[src/hged_pkg.sv]
// hged_pkg: fixed constants for the hexagonal edge distance pipeline.
// No dependencies; used by hex_grid_edge_distance.
`timescale 1ns / 1ps
`default_nettype none

package hged_pkg;

  // Coordinate width of the input fields (two's complement).
  localparam int unsigned IN_W = 24;

  // sqrt(3) rounded to 30 fraction bits.
  localparam int unsigned SQ_W = 31;
  localparam logic [SQ_W-1:0] SQRT3_Q30 = 31'd1859775393;

  // Shift that places sqrt(3) products back on the input grid.
  localparam int unsigned SQ_FRAC = 30;

  // Number of register stages from input transfer to output register.
  localparam int unsigned N_STAGES = 12;

endpackage : hged_pkg

`default_nettype wire

[src/hex_grid_edge_distance.sv]
// hex_grid_edge_distance: twelve-stage pipeline giving the distance from a point to
// the nearest edge of a hexagonal tiling. Depends on hged_pkg.
`timescale 1ns / 1ps
`default_nettype none

// The block takes one point (x, y) per transfer, both signed Q.FRAC_BITS in 24
// bits, and returns one unsigned Q.FRAC_BITS distance (at most 1.5) per point.
// It is a twelve-stage pipeline: out_valid rises when the point reaches the
// stage 12 output register. While out_ready stays high and so the output side
// never stalls, a new point can enter every
// clock, so the sustained rate is one point per cycle. Every stage has its own
// valid bit and a load enable that is set when the stage is empty or the stage
// after it moves, so idle stages fill up while the output waits; in_ready drops
// only when all twelve stages hold an item and out_ready is low. The longest
// path per stage is one multiplier (at most about 25 x 31 bits at the widest
// FRAC_BITS) or one wide subtract and compare. The block keeps no state beyond
// the pipeline and needs no configuration.
module hex_grid_edge_distance #(
  parameter int unsigned FRAC_BITS = 16
) (
  input  logic                                 clk,
  input  logic                                 rst_n,
  input  logic                                 in_valid,
  output logic                                 in_ready,
  input  logic signed [hged_pkg::IN_W-1:0]     in_x_coord,
  input  logic signed [hged_pkg::IN_W-1:0]     in_y_coord,
  output logic                                 out_valid,
  input  logic                                 out_ready,
  output logic        [FRAC_BITS:0]            out_edge_distance
);

  // ---------------------------------------------------------------------------
  // Elaboration-time constants
  // ---------------------------------------------------------------------------
  localparam int unsigned IW  = hged_pkg::IN_W;
  localparam int unsigned F   = FRAC_BITS;
  localparam int unsigned NST = hged_pkg::N_STAGES;
  localparam int unsigned OW  = F + 1;

  // Residue width: mod_y = 3 * 2^F needs F+2 bits.
  localparam int unsigned MW  = F + 2;
  // Working width for the residue subtract.
  localparam int unsigned CW  = (IW > MW) ? IW : MW;
  // Reciprocal / quotient width, reciprocal < 2^(IW-F).
  localparam int unsigned RW  = IW - F + 1;
  // Product width of the sqrt(3) stage.
  localparam int unsigned PW  = F + hged_pkg::SQ_W + 1;
  // Sum of squares width.
  localparam int unsigned SW  = 2 * F + 3;

  localparam longint unsigned SQ_L    = longint'(hged_pkg::SQRT3_Q30);
  localparam longint unsigned HALF_R3 = (SQ_L + (64'd1 << (30 - F))) >> (31 - F);
  localparam longint unsigned MOD_X   = 2 * HALF_R3;
  localparam longint unsigned MOD_Y   = 64'd3 << F;
  localparam longint unsigned HALF_Y  = 64'd3 << (F - 1);
  // floor(2^IW / mod): quotient estimate is exact or one low.
  localparam longint unsigned RECIP_X = (64'd1 << IW) / MOD_X;
  localparam longint unsigned RECIP_Y = (64'd1 << IW) / MOD_Y;

  localparam logic [RW-1:0] RX_R   = RW'(RECIP_X);
  localparam logic [RW-1:0] RY_R   = RW'(RECIP_Y);
  localparam logic [MW-1:0] MOD_XM = MW'(MOD_X);
  localparam logic [MW-1:0] MOD_YM = MW'(MOD_Y);
  localparam logic [CW-1:0] MOD_XC = CW'(MOD_X);
  localparam logic [CW-1:0] MOD_YC = CW'(MOD_Y);
  localparam logic [MW-1:0] HR3_M  = MW'(HALF_R3);
  localparam logic [MW-1:0] HY_M   = MW'(HALF_Y);
  localparam logic [F-1:0]  HR3_X  = F'(HALF_R3);
  localparam logic [F:0]    HY_Y   = (F + 1)'(HALF_Y);
  localparam logic [F+1:0]  HY_S   = (F + 2)'(HALF_Y);
  localparam logic [PW:0]   RND    = (PW + 1)'(1) << hged_pkg::SQ_FRAC;

  // ---------------------------------------------------------------------------
  // Pipeline control: per-stage valid and load enable
  // ---------------------------------------------------------------------------
  logic [NST-1:0] v_r;
  logic [NST-1:0] v_nxt;
  logic [NST-1:0] en;

  always_comb begin
    en[NST-1] = ~v_r[NST-1] | out_ready;
    for (int i = NST - 2; i >= 0; i--) begin
      en[i] = ~v_r[i] | en[i+1];
    end
    for (int i = 0; i < NST; i++) begin
      if (en[i]) begin
        v_nxt[i] = (i == 0) ? in_valid : v_r[(i == 0) ? 0 : i - 1];
      end else begin
        v_nxt[i] = v_r[i];
      end
    end
  end

  always_ff @(posedge clk) begin
    if (!rst_n) begin
      v_r <= '0;
    end else begin
      v_r <= v_nxt;
    end
  end

  assign in_ready  = en[0];
  assign out_valid = v_r[NST-1];

  // ---------------------------------------------------------------------------
  // Stage 1: magnitudes (the most negative code maps to 2^23, still 24 bits)
  // ---------------------------------------------------------------------------
  logic [IW-1:0] s1_ax_r, s1_ay_r;
  logic [IW-1:0] s1_ax_nxt, s1_ay_nxt;

  always_comb begin
    s1_ax_nxt = in_x_coord[IW-1] ? ($unsigned(~in_x_coord) + IW'(1)) : $unsigned(in_x_coord);
    s1_ay_nxt = in_y_coord[IW-1] ? ($unsigned(~in_y_coord) + IW'(1)) : $unsigned(in_y_coord);
  end

  always_ff @(posedge clk) begin
    if (en[0]) begin
      s1_ax_r <= s1_ax_nxt;
      s1_ay_r <= s1_ay_nxt;
    end
  end

  // ---------------------------------------------------------------------------
  // Stage 2: quotient estimate by reciprocal multiply
  // ---------------------------------------------------------------------------
  logic [IW-1:0]    s2_ax_r, s2_ay_r;
  logic [RW-1:0]    s2_qx_r, s2_qy_r;
  logic [IW+RW-1:0] s2_px_nxt, s2_py_nxt;

  always_comb begin
    s2_px_nxt = (IW + RW)'(s1_ax_r) * (IW + RW)'(RX_R);
    s2_py_nxt = (IW + RW)'(s1_ay_r) * (IW + RW)'(RY_R);
  end

  always_ff @(posedge clk) begin
    if (en[1]) begin
      s2_ax_r <= s1_ax_r;
      s2_ay_r <= s1_ay_r;
      s2_qx_r <= s2_px_nxt[IW+RW-1:IW];
      s2_qy_r <= s2_py_nxt[IW+RW-1:IW];
    end
  end

  // ---------------------------------------------------------------------------
  // Stage 3: quotient times modulus (never exceeds the magnitude)
  // ---------------------------------------------------------------------------
  logic [IW-1:0]    s3_ax_r, s3_ay_r;
  logic [CW-1:0]    s3_mx_r, s3_my_r;
  logic [RW+MW-1:0] s3_mx_nxt, s3_my_nxt;

  always_comb begin
    s3_mx_nxt = (RW + MW)'(s2_qx_r) * (RW + MW)'(MOD_XM);
    s3_my_nxt = (RW + MW)'(s2_qy_r) * (RW + MW)'(MOD_YM);
  end

  always_ff @(posedge clk) begin
    if (en[2]) begin
      s3_ax_r <= s2_ax_r;
      s3_ay_r <= s2_ay_r;
      s3_mx_r <= s3_mx_nxt[CW-1:0];
      s3_my_r <= s3_my_nxt[CW-1:0];
    end
  end

  // ---------------------------------------------------------------------------
  // Stage 4: raw residue, in [0, 2*mod)
  // ---------------------------------------------------------------------------
  logic [CW-1:0] s4_rx_r, s4_ry_r;

  always_ff @(posedge clk) begin
    if (en[3]) begin
      s4_rx_r <= CW'(s3_ax_r) - s3_mx_r;
      s4_ry_r <= CW'(s3_ay_r) - s3_my_r;
    end
  end

  // ---------------------------------------------------------------------------
  // Stage 5: one correction step gives the exact residue
  // ---------------------------------------------------------------------------
  logic [MW-1:0] s5_rx_r, s5_ry_r;
  logic [CW-1:0] s5_rx_nxt, s5_ry_nxt;

  always_comb begin
    s5_rx_nxt = (s4_rx_r >= MOD_XC) ? (s4_rx_r - MOD_XC) : s4_rx_r;
    s5_ry_nxt = (s4_ry_r >= MOD_YC) ? (s4_ry_r - MOD_YC) : s4_ry_r;
  end

  always_ff @(posedge clk) begin
    if (en[4]) begin
      s5_rx_r <= s5_rx_nxt[MW-1:0];
      s5_ry_r <= s5_ry_nxt[MW-1:0];
    end
  end

  // ---------------------------------------------------------------------------
  // Stage 6: center the residue and take its magnitude
  // ---------------------------------------------------------------------------
  logic [F-1:0]  s6_x1_r;
  logic [F:0]    s6_y1_r;
  logic [MW-1:0] s6_dx_nxt, s6_dy_nxt;

  always_comb begin
    s6_dx_nxt = (s5_rx_r >= HR3_M) ? (s5_rx_r - HR3_M) : (HR3_M - s5_rx_r);
    s6_dy_nxt = (s5_ry_r >= HY_M) ? (s5_ry_r - HY_M) : (HY_M - s5_ry_r);
  end

  always_ff @(posedge clk) begin
    if (en[5]) begin
      s6_x1_r <= s6_dx_nxt[F-1:0];
      s6_y1_r <= s6_dy_nxt[F:0];
    end
  end

  // ---------------------------------------------------------------------------
  // Stage 7: partner point relative to the other lattice center
  // ---------------------------------------------------------------------------
  logic [F-1:0] s7_x1_r, s7_x2_r;
  logic [F:0]   s7_y1_r, s7_y2_r;

  always_ff @(posedge clk) begin
    if (en[6]) begin
      s7_x1_r <= s6_x1_r;
      s7_y1_r <= s6_y1_r;
      s7_x2_r <= HR3_X - s6_x1_r;
      s7_y2_r <= HY_Y - s6_y1_r;
    end
  end

  // ---------------------------------------------------------------------------
  // Stage 8: squared components of both candidates
  // ---------------------------------------------------------------------------
  logic [F-1:0]   s8_x1_r, s8_x2_r;
  logic [F:0]     s8_y1_r, s8_y2_r;
  logic [2*F-1:0] s8_x1sq_r, s8_x2sq_r;
  logic [2*F+1:0] s8_y1sq_r, s8_y2sq_r;

  always_ff @(posedge clk) begin
    if (en[7]) begin
      s8_x1_r   <= s7_x1_r;
      s8_x2_r   <= s7_x2_r;
      s8_y1_r   <= s7_y1_r;
      s8_y2_r   <= s7_y2_r;
      s8_x1sq_r <= (2 * F)'(s7_x1_r) * (2 * F)'(s7_x1_r);
      s8_x2sq_r <= (2 * F)'(s7_x2_r) * (2 * F)'(s7_x2_r);
      s8_y1sq_r <= (2 * F + 2)'(s7_y1_r) * (2 * F + 2)'(s7_y1_r);
      s8_y2sq_r <= (2 * F + 2)'(s7_y2_r) * (2 * F + 2)'(s7_y2_r);
    end
  end

  // ---------------------------------------------------------------------------
  // Stage 9: keep the nearer center; ties keep the first candidate
  // ---------------------------------------------------------------------------
  logic [F-1:0]  s9_x_r;
  logic [F:0]    s9_y_r;
  logic [SW-1:0] s9_d1_nxt, s9_d2_nxt;
  logic          s9_swap_nxt;

  always_comb begin
    s9_d1_nxt   = SW'(s8_x1sq_r) + SW'(s8_y1sq_r);
    s9_d2_nxt   = SW'(s8_x2sq_r) + SW'(s8_y2sq_r);
    s9_swap_nxt = s9_d1_nxt > s9_d2_nxt;
  end

  always_ff @(posedge clk) begin
    if (en[8]) begin
      s9_x_r <= s9_swap_nxt ? s8_x2_r : s8_x1_r;
      s9_y_r <= s9_swap_nxt ? s8_y2_r : s8_y1_r;
    end
  end

  // ---------------------------------------------------------------------------
  // Stage 10: sqrt(3) products for the 30 degree test and slanted edge
  // ---------------------------------------------------------------------------
  logic [F-1:0]  s10_x_r;
  logic [F:0]    s10_y_r;
  logic [PW-1:0] s10_py_r;
  logic [PW-2:0] s10_px_r;

  always_ff @(posedge clk) begin
    if (en[9]) begin
      s10_x_r  <= s9_x_r;
      s10_y_r  <= s9_y_r;
      s10_py_r <= PW'(s9_y_r) * PW'(hged_pkg::SQRT3_Q30);
      s10_px_r <= (PW - 1)'(s9_x_r) * (PW - 1)'(hged_pkg::SQRT3_Q30);
    end
  end

  // ---------------------------------------------------------------------------
  // Stage 11: branch flag and both signs of the slanted difference
  // ---------------------------------------------------------------------------
  logic [F:0]    s11_y_r;
  logic          s11_low_r;
  logic          s11_ge_r;
  logic [PW-1:0] s11_dpos_r, s11_dneg_r;
  logic [PW-1:0] s11_xl_nxt, s11_yl_nxt, s11_px_nxt;

  always_comb begin
    s11_xl_nxt = {2'b00, s10_x_r, {hged_pkg::SQ_FRAC{1'b0}}};
    s11_yl_nxt = {1'b0, s10_y_r, {hged_pkg::SQ_FRAC{1'b0}}};
    s11_px_nxt = {1'b0, s10_px_r};
  end

  always_ff @(posedge clk) begin
    if (en[10]) begin
      s11_y_r    <= s10_y_r;
      s11_low_r  <= s10_py_r < s11_xl_nxt;
      s11_ge_r   <= s11_yl_nxt >= s11_px_nxt;
      s11_dpos_r <= s11_yl_nxt - s11_px_nxt;
      s11_dneg_r <= s11_px_nxt - s11_yl_nxt;
    end
  end

  // ---------------------------------------------------------------------------
  // Stage 12: output register - round, saturate, pick the branch
  // ---------------------------------------------------------------------------
  logic [OW-1:0] s12_dist_r;
  logic [PW:0]   s12_sum_nxt;
  logic [F+1:0]  s12_res_nxt;
  logic [OW-1:0] s12_dist_nxt;

  always_comb begin
    s12_sum_nxt = (PW + 1)'(s11_ge_r ? s11_dpos_r : s11_dneg_r) + RND;
    s12_res_nxt = s12_sum_nxt[PW:31];
    if (s11_low_r) begin
      s12_dist_nxt = s11_y_r;
    end else if (s12_res_nxt > HY_S) begin
      s12_dist_nxt = HY_Y;
    end else begin
      s12_dist_nxt = s12_res_nxt[F:0];
    end
  end

  always_ff @(posedge clk) begin
    if (en[11]) begin
      s12_dist_r <= s12_dist_nxt;
    end
  end

  assign out_edge_distance = s12_dist_r;

  // ---------------------------------------------------------------------------
  // Assertions
  // ---------------------------------------------------------------------------
`ifndef ASSERT_OFF
  a_in_lands: assert property (@(posedge clk) disable iff (!rst_n)
    in_valid && in_ready |=> v_r[0])
    else $error("input transfer did not fill stage 1");

  a_full_stall: assert property (@(posedge clk) disable iff (!rst_n)
    !in_ready |-> (&v_r) && !out_ready)
    else $error("input stalled while the pipeline had room");

  a_residue: assert property (@(posedge clk) disable iff (!rst_n)
    v_r[4] |-> (s5_rx_r < MOD_XM) && (s5_ry_r < MOD_YM))
    else $error("fold residue out of range");

  a_out_bound: assert property (@(posedge clk) disable iff (!rst_n)
    out_valid |-> out_edge_distance <= HY_Y)
    else $error("edge distance above 1.5");
`endif

endmodule : hex_grid_edge_distance

`default_nettype wire

[config.mk]
export PLATFORM = sky130hd
export DESIGN_NAME = hex_grid_edge_distance
export DESIGN_NICKNAME = d
export VERILOG_FILES = /design/src/hged_pkg.sv /design/src/hex_grid_edge_distance.sv
export SDC_FILE = /design/constraint.sdc
export NUM_CORES = 2
export LEC_CHECK = 0
export CAP_MARGIN = 0
export CORE_MARGIN = 2
export CORE_UTILIZATION = 35
export CTS_BUF_LIST = sky130_fd_sc_hd__clkbuf_8
export DETAILED_ROUTE_END_ITERATION = 8
export DONT_BUFFER_PORTS = 1
export SLEW_MARGIN = 20
export SYNTH_ARGS = -nofsm -noshare
export SYNTH_HDL_FRONTEND = slang
export SYNTH_SLANG_ARGS = --single-unit
[constraint.sdc]
create_clock -name clk -period 6.8 [get_ports clk]
set_input_delay 0.34 -clock clk [delete_from_list [all_inputs] [get_ports clk]]
set_output_delay 0.34 -clock clk [all_outputs]
set_load 0.01 [all_outputs]
# After elaboration in Yosys (flattened, before gate mapping)
# Index checks and enable logic that the tools add are counted.
# totals
regBits	874
output_inout_bits	19
wordCells	126
# op_classes
n_addsub	17
n_mul	10
magnitude_cmp	8
mux	11
n_bitwise	26
# op_table
op	count
$sub 47x47->48	2
$add 32x34->35	2
$mul 17x17->34	2
$mux 17	4
$mul 16x16->32	2
$add 48x31->49 const B	1
$add 24x1->24 const B	2
$lt 48x46->1	1
$mul 17x31->48 const B	1
$mux 48	1
$not 24->24	2
$sub 24x24->24	2
$ge 47x47->1	1
$mul 16x31->47 const B	1
$mux 23	2
$mux 18	2
$gt 35x35->1	1
$sub 17x17->17 const A	2
$mul 24x8->32 const B	1
$mux 16	2
$sub 16x16->16 const A	2
$mul 24x7->31 const B	1
$ge 24x17->1 const B	1
$ge 24x18->1 const B	1
11 further kinds	33

# Logic depth before layout (Yosys ltp)
# depth
depth_word	13
mapped_depth	27
ltp_nobuf	25

# Least setup slack after synthesis
# No wires, ideal clock.
# synth_timing
path_type	register -> register
from	register s9_y_r[5]
to	register s10_py_r[41] (data pin)
setup_time_ns	0.258
t_arrival_ns	6.352
path_slack_ns	0.190
path_stages_with_launch	23
path_buffers	1
period_less_slack_ns	6.610
cell_sequence	edfxtp_1 fa_1 inv_1 fa_1 inv_1 fa_1 inv_1 fa_1 inv_1 fa_1 fa_1 ha_1 and4_1 clkbuf_1 a21oi_1 o21ai_0 a2111o_1 a221oi_1 a311oi_1 a2111oi_4 o21ai_0 a21oi_1 xnor2_1
# synth_between
elab_chain_len	1
# synth_rtl
item	line	text
start: declaration	hex_grid_edge_distance.sv:254	logic [F:0] s9_y_r;
start signal: assignment	hex_grid_edge_distance.sv:267	s9_y_r <= s9_swap_nxt ? s8_y2_r : s8_y1_r;
$mul 17x31->48	hex_grid_edge_distance.sv:283	s10_py_r <= PW'(s9_y_r) * PW'(hged_pkg::SQRT3_Q30);
end signal: assignment	hex_grid_edge_distance.sv:283	
end: declaration	hex_grid_edge_distance.sv:276	logic [PW-1:0] s10_py_r;
# Every way passes these cells.
# A chain may end at the register's enable or synchronous reset.

# Worst setup path after layout
# layout_timing
from	register s9_y_r[5]
to	register s10_py_r[37] (data pin)
# The elaborated chain is that of the path after synthesis.

==> out/metrics.yaml <==
drtPass1Iterations: 5
ys_seq_elements: 767
worstHoldPathType: "primary input to flip-flop"
grt_pass1_vias: 61400
worst_path_most_repeated_cell: "sky130_fd_sc_hd__fa_1"
finalWirelength_um: 197000
postLayoutSetupSlackWorst_ns: 0.183
globalRoute.totalOverflow: 0
synthesis.nets: 10500
dp_hpwl_um: 164000
insertion_delay_ns: 0.90
hold_viol: 0
synth_top_cells_by_count: "1,974 x sky130_fd_sc_hd__inv_1, 1,239 x sky130_fd_sc_hd__fa_1, 1,114 x sky130_fd_sc_hd__ha_1, 755 x sky130_fd_sc_hd__edfxtp_1, 450 x sky130_fd_sc_hd__nand2_1"
placement_setup_slack_ns: -0.0586
drv_cap: 0
report.final.slew_viol_count: 0
gr-usage-all-layers: 0.161
synth_sequential_area_ratio: 0.263
routedWlPerCell_um: 16.5
hp-start: "in_y_coord[0]"
io_count: 71
synth-edff-count: 755
worst_r2r_path_depth: 20
final-instance-count-excl-fill: 11900
final_design_area_no_fill_sq_um: 97000
critical_path_class: "flip-flop to flip-flop"
slowest_delay_ns: 0.57
post_dp_cell_area_sq_um: 92600
worstSetupEndpointType: "flip-flop"
finalSetupViolCount: 0
timing.final.crit_share: 0.973
grt.met1_usage: 0.204
ys_dominant_reg_cell: "sky130_fd_sc_hd__edfxtp_1"
initialDrtViolationCount: 2708
start_util: 0.351
worst-path-buf-inv: 3
critical_path.max_fanout: 4
area_delta_synth_final_pct: 11.3
crit_path_cell_trace: "fa_1, buf_4, fa_1, fa_1, fa_1, inv_1, fa_1, inv_1, fa_1, ha_1, and4_1, a21oi_1, o21ai_0, a2111o_1, a221o_1, a21oi_1, nor2b_1, a41oi_1, nand2b_1, xor2_1"
htreeDepth: 4
holdPathEnd: "s1_ay_r[0]"
timing.clock.skew_ns: 0.0616
ys_async_sr_fraction: 0
fp.dieArea_sq_um: 253000
number_of_placement_rows: 183
buffer_ports.inserted: 0
post_synth_top_area_share: 0.285
finalWeightedCongestion: 0.918
antenna_violations_before_repair: 6
synthCells: 8073
global_route_wire_length_before_repair_um: 323000
critical_path.reg2reg.startpoint: "s9_y_r[5]"
reg2reg_to: "s10_py_r[37]"
result_of_the_run: "finished, final reports clean"
max_clock_freq_ghz: 0.151
clock_tree_from_tritoncts: "done"
fp.dieH_um: 503
global_route.peak_usage_layer: "met2"
post-synth-top-count-cell: "sky130_fd_sc_hd__inv_1"
timing.critical_path.slowest_stage_cell: "sky130_fd_sc_hd__fa_1"
final_period_minus_worst_setup_slack_ns: 6.62
yosys.area.top_type: "sky130_fd_sc_hd__fa_1"
largest_net_degree_at_the_start_of_global_routing: 68
critical_path.top_delay_family: "adder cells"
synth_warnings: 0
crit_required_ns: 7.42
numClockSinks: 767
clk_path_buf_depth: 3
core_area_sq_um: 248000
max_slew_margin: 0.301
whs_ns: 0.144
clk_transition_reported_paths_ns: 0.06
vias: 56100
yosys.cell_types.count: 79
global_route.usage.met3: 0.0208
post_synth.cell_area_avg_sq_um: 10.8
die_w_um: 503
viasPerCell: 4.71
met2_usage: 0.286
worst_setup_path_start_kind: "flip-flop"
mappedNetlistArea_sq_um: 87200
numCtsBuffers: 136
cts_root_buffer: "sky130_fd_sc_hd__clkbuf_8"
drc_errors: 0
min_path_cells: 1
final_layout_size_suffix_gt1_frac: 0.0689
cp_data_arrival_time_ns: 7.24
numPlacedInstances: 11500
synth_area_leaders: "sky130_fd_sc_hd__fa_1 28%, sky130_fd_sc_hd__edfxtp_1 26%, sky130_fd_sc_hd__ha_1 16%"
ant_nets: 0
final_nets: 10900
worst_pin_slew_ns: 1.05
r2r_setup_slack_ns: 0.18
[metrics by stage]
step	setup TNS [ns]	util
2_1_floorplan	0	-
3_3_place_gp	-0.0204	0.373
3_5_place_dp	-0.232	0.373
4_1_cts	0	0.388
5_1_grt	-0.0233	0.391
6_report	0	0.391
[how the worst max path moves through the flow]
stage	end	slack, ns	start	depth (start not counted)
after floorplan	s10_py_r[41]	0.19	s9_y_r[5]	22
after global placement	s10_py_r[41]	-0.02	s9_y_r[5]	22
after detailed placement	s10_py_r[41]	-0.06	s9_y_r[10]	22
after CTS	s8_y1sq_r[31]	0.01	s7_y1_r[8]	23
after global routing	s8_y2sq_r[30]	-0.02	s7_y2_r[2]	24
final	s10_py_r[37]	0.18	s9_y_r[5]	20
[placed cells by master, fill, tap and decap left out, types with 12 or more instances in the layout]
| cell type | synthesis | layout |
|---|---|---|
| sky130_fd_sc_hd__o31ai_1 | 24 | 22 |
| sky130_fd_sc_hd__inv_1 | 1974 | 2004 |
| sky130_fd_sc_hd__nor2b_1 | 72 | 72 |
| sky130_fd_sc_hd__a21o_1 | 139 | 139 |
| sky130_fd_sc_hd__dfxtp_1 | 12 | 12 |
| sky130_fd_sc_hd__nand4_1 | 33 | 33 |
| sky130_fd_sc_hd__nor4_1 | 22 | 21 |
| sky130_fd_sc_hd__mux2_2 | 43 | 43 |
| sky130_fd_sc_hd__xnor2_1 | 322 | 322 |
| sky130_fd_sc_hd__buf_4 | 2 | 269 |
| sky130_fd_sc_hd__o21a_1 | 46 | 46 |
| sky130_fd_sc_hd__a31oi_1 | 31 | 30 |
| sky130_fd_sc_hd__o21ai_0 | 193 | 187 |
| sky130_fd_sc_hd__or2_2 | 23 | 23 |
| sky130_fd_sc_hd__clkinv_1 | 1 | 23 |
| sky130_fd_sc_hd__nor3_1 | 57 | 56 |
| sky130_fd_sc_hd__edfxtp_1 | 755 | 755 |
| sky130_fd_sc_hd__and3_1 | 37 | 37 |
| sky130_fd_sc_hd__dlygate4sd3_1 | 0 | 94 |
| sky130_fd_sc_hd__clkbuf_8 | 0 | 145 |
| sky130_fd_sc_hd__nand3b_1 | 13 | 13 |
| sky130_fd_sc_hd__o21bai_1 | 29 | 29 |
| sky130_fd_sc_hd__a21oi_1 | 265 | 257 |
| sky130_fd_sc_hd__nand3_1 | 73 | 73 |
| sky130_fd_sc_hd__or3_1 | 27 | 27 |
| sky130_fd_sc_hd__mux2i_1 | 21 | 21 |
| sky130_fd_sc_hd__nand2_1 | 450 | 446 |
| sky130_fd_sc_hd__ha_1 | 1114 | 1110 |
| sky130_fd_sc_hd__fa_1 | 1239 | 1239 |
| sky130_fd_sc_hd__a21boi_0 | 18 | 18 |
| sky130_fd_sc_hd__xor2_1 | 131 | 131 |
| sky130_fd_sc_hd__nor2_1 | 290 | 288 |
| sky130_fd_sc_hd__o211ai_1 | 21 | 21 |
| sky130_fd_sc_hd__and2_1 | 214 | 214 |
| sky130_fd_sc_hd__nand2b_1 | 55 | 55 |
| sky130_fd_sc_hd__a211oi_1 | 34 | 32 |
[state kept, by name (all words and copies together) (netlist names), 21 cells and up]
register / flops
s3_ay_r: 24
s3_mx_r: 21
s1_ax_r: 24
s8_x1sq_r: 30
s10_px_r: 42
s8_y2sq_r: 32
s8_x2sq_r: 30
s3_ax_r: 24
s8_y1sq_r: 32
s1_ay_r: 24
s2_ax_r: 24
s4_ry_r: 24
s2_ay_r: 24
s4_rx_r: 24
[metal layers]
metal  part of all wire  up-vias
met5           0.000066        -
met4              0.025        2
met3              0.042      257
met2               0.50     1029
met1               0.43    28100
li1                   -    26700
[area by class of cell]
| type | instances | area [sq um] |
|---|---|---|
| Clock buffer | 145 | 2000 |
| Timing Repair Buffer | 374 | 3150 |
| Inverter | 1975 | 7430 |
| Multi-Input combinational cell | 5213 | 56600 |
| Clock inverter | 95 | 749 |
| Antenna cell | 4 | 10.0 |
| Fill cell | 24100 | 151000 |
| Sequential cell | 767 | 22900 |
| Tap cell | 3330 | 4170 |
[what timing repair did]
item | 4_1_cts | 5_1_grt
pin swaps | 1 | 7
endpoints found under the hold margin | 60 | 0
setup endpoints to repair | 6 | 46
hold buffers | 94 | 0
setup buffers | 5 | 56
resized for setup | 0 | 50
[kinds of logic (layout without fill, tap and decap cells)]
group,count (synthesis),in the layout,share of synthesized area
fa+ha+maj,2353,2353,0.444
buf+inv,2093,2589,0.0903
simple gates,1413,1413,0.0797
compound gates,930,930,0.0692
flops,767,767,0.263
xor+xnor,453,453,0.0455
mux,64,64,0.00797
other cells,0,4,0
Power is left out: the tool's default activity adds up to more than one toggle a clock period on the data nets, which glitch-free logic cannot reach.
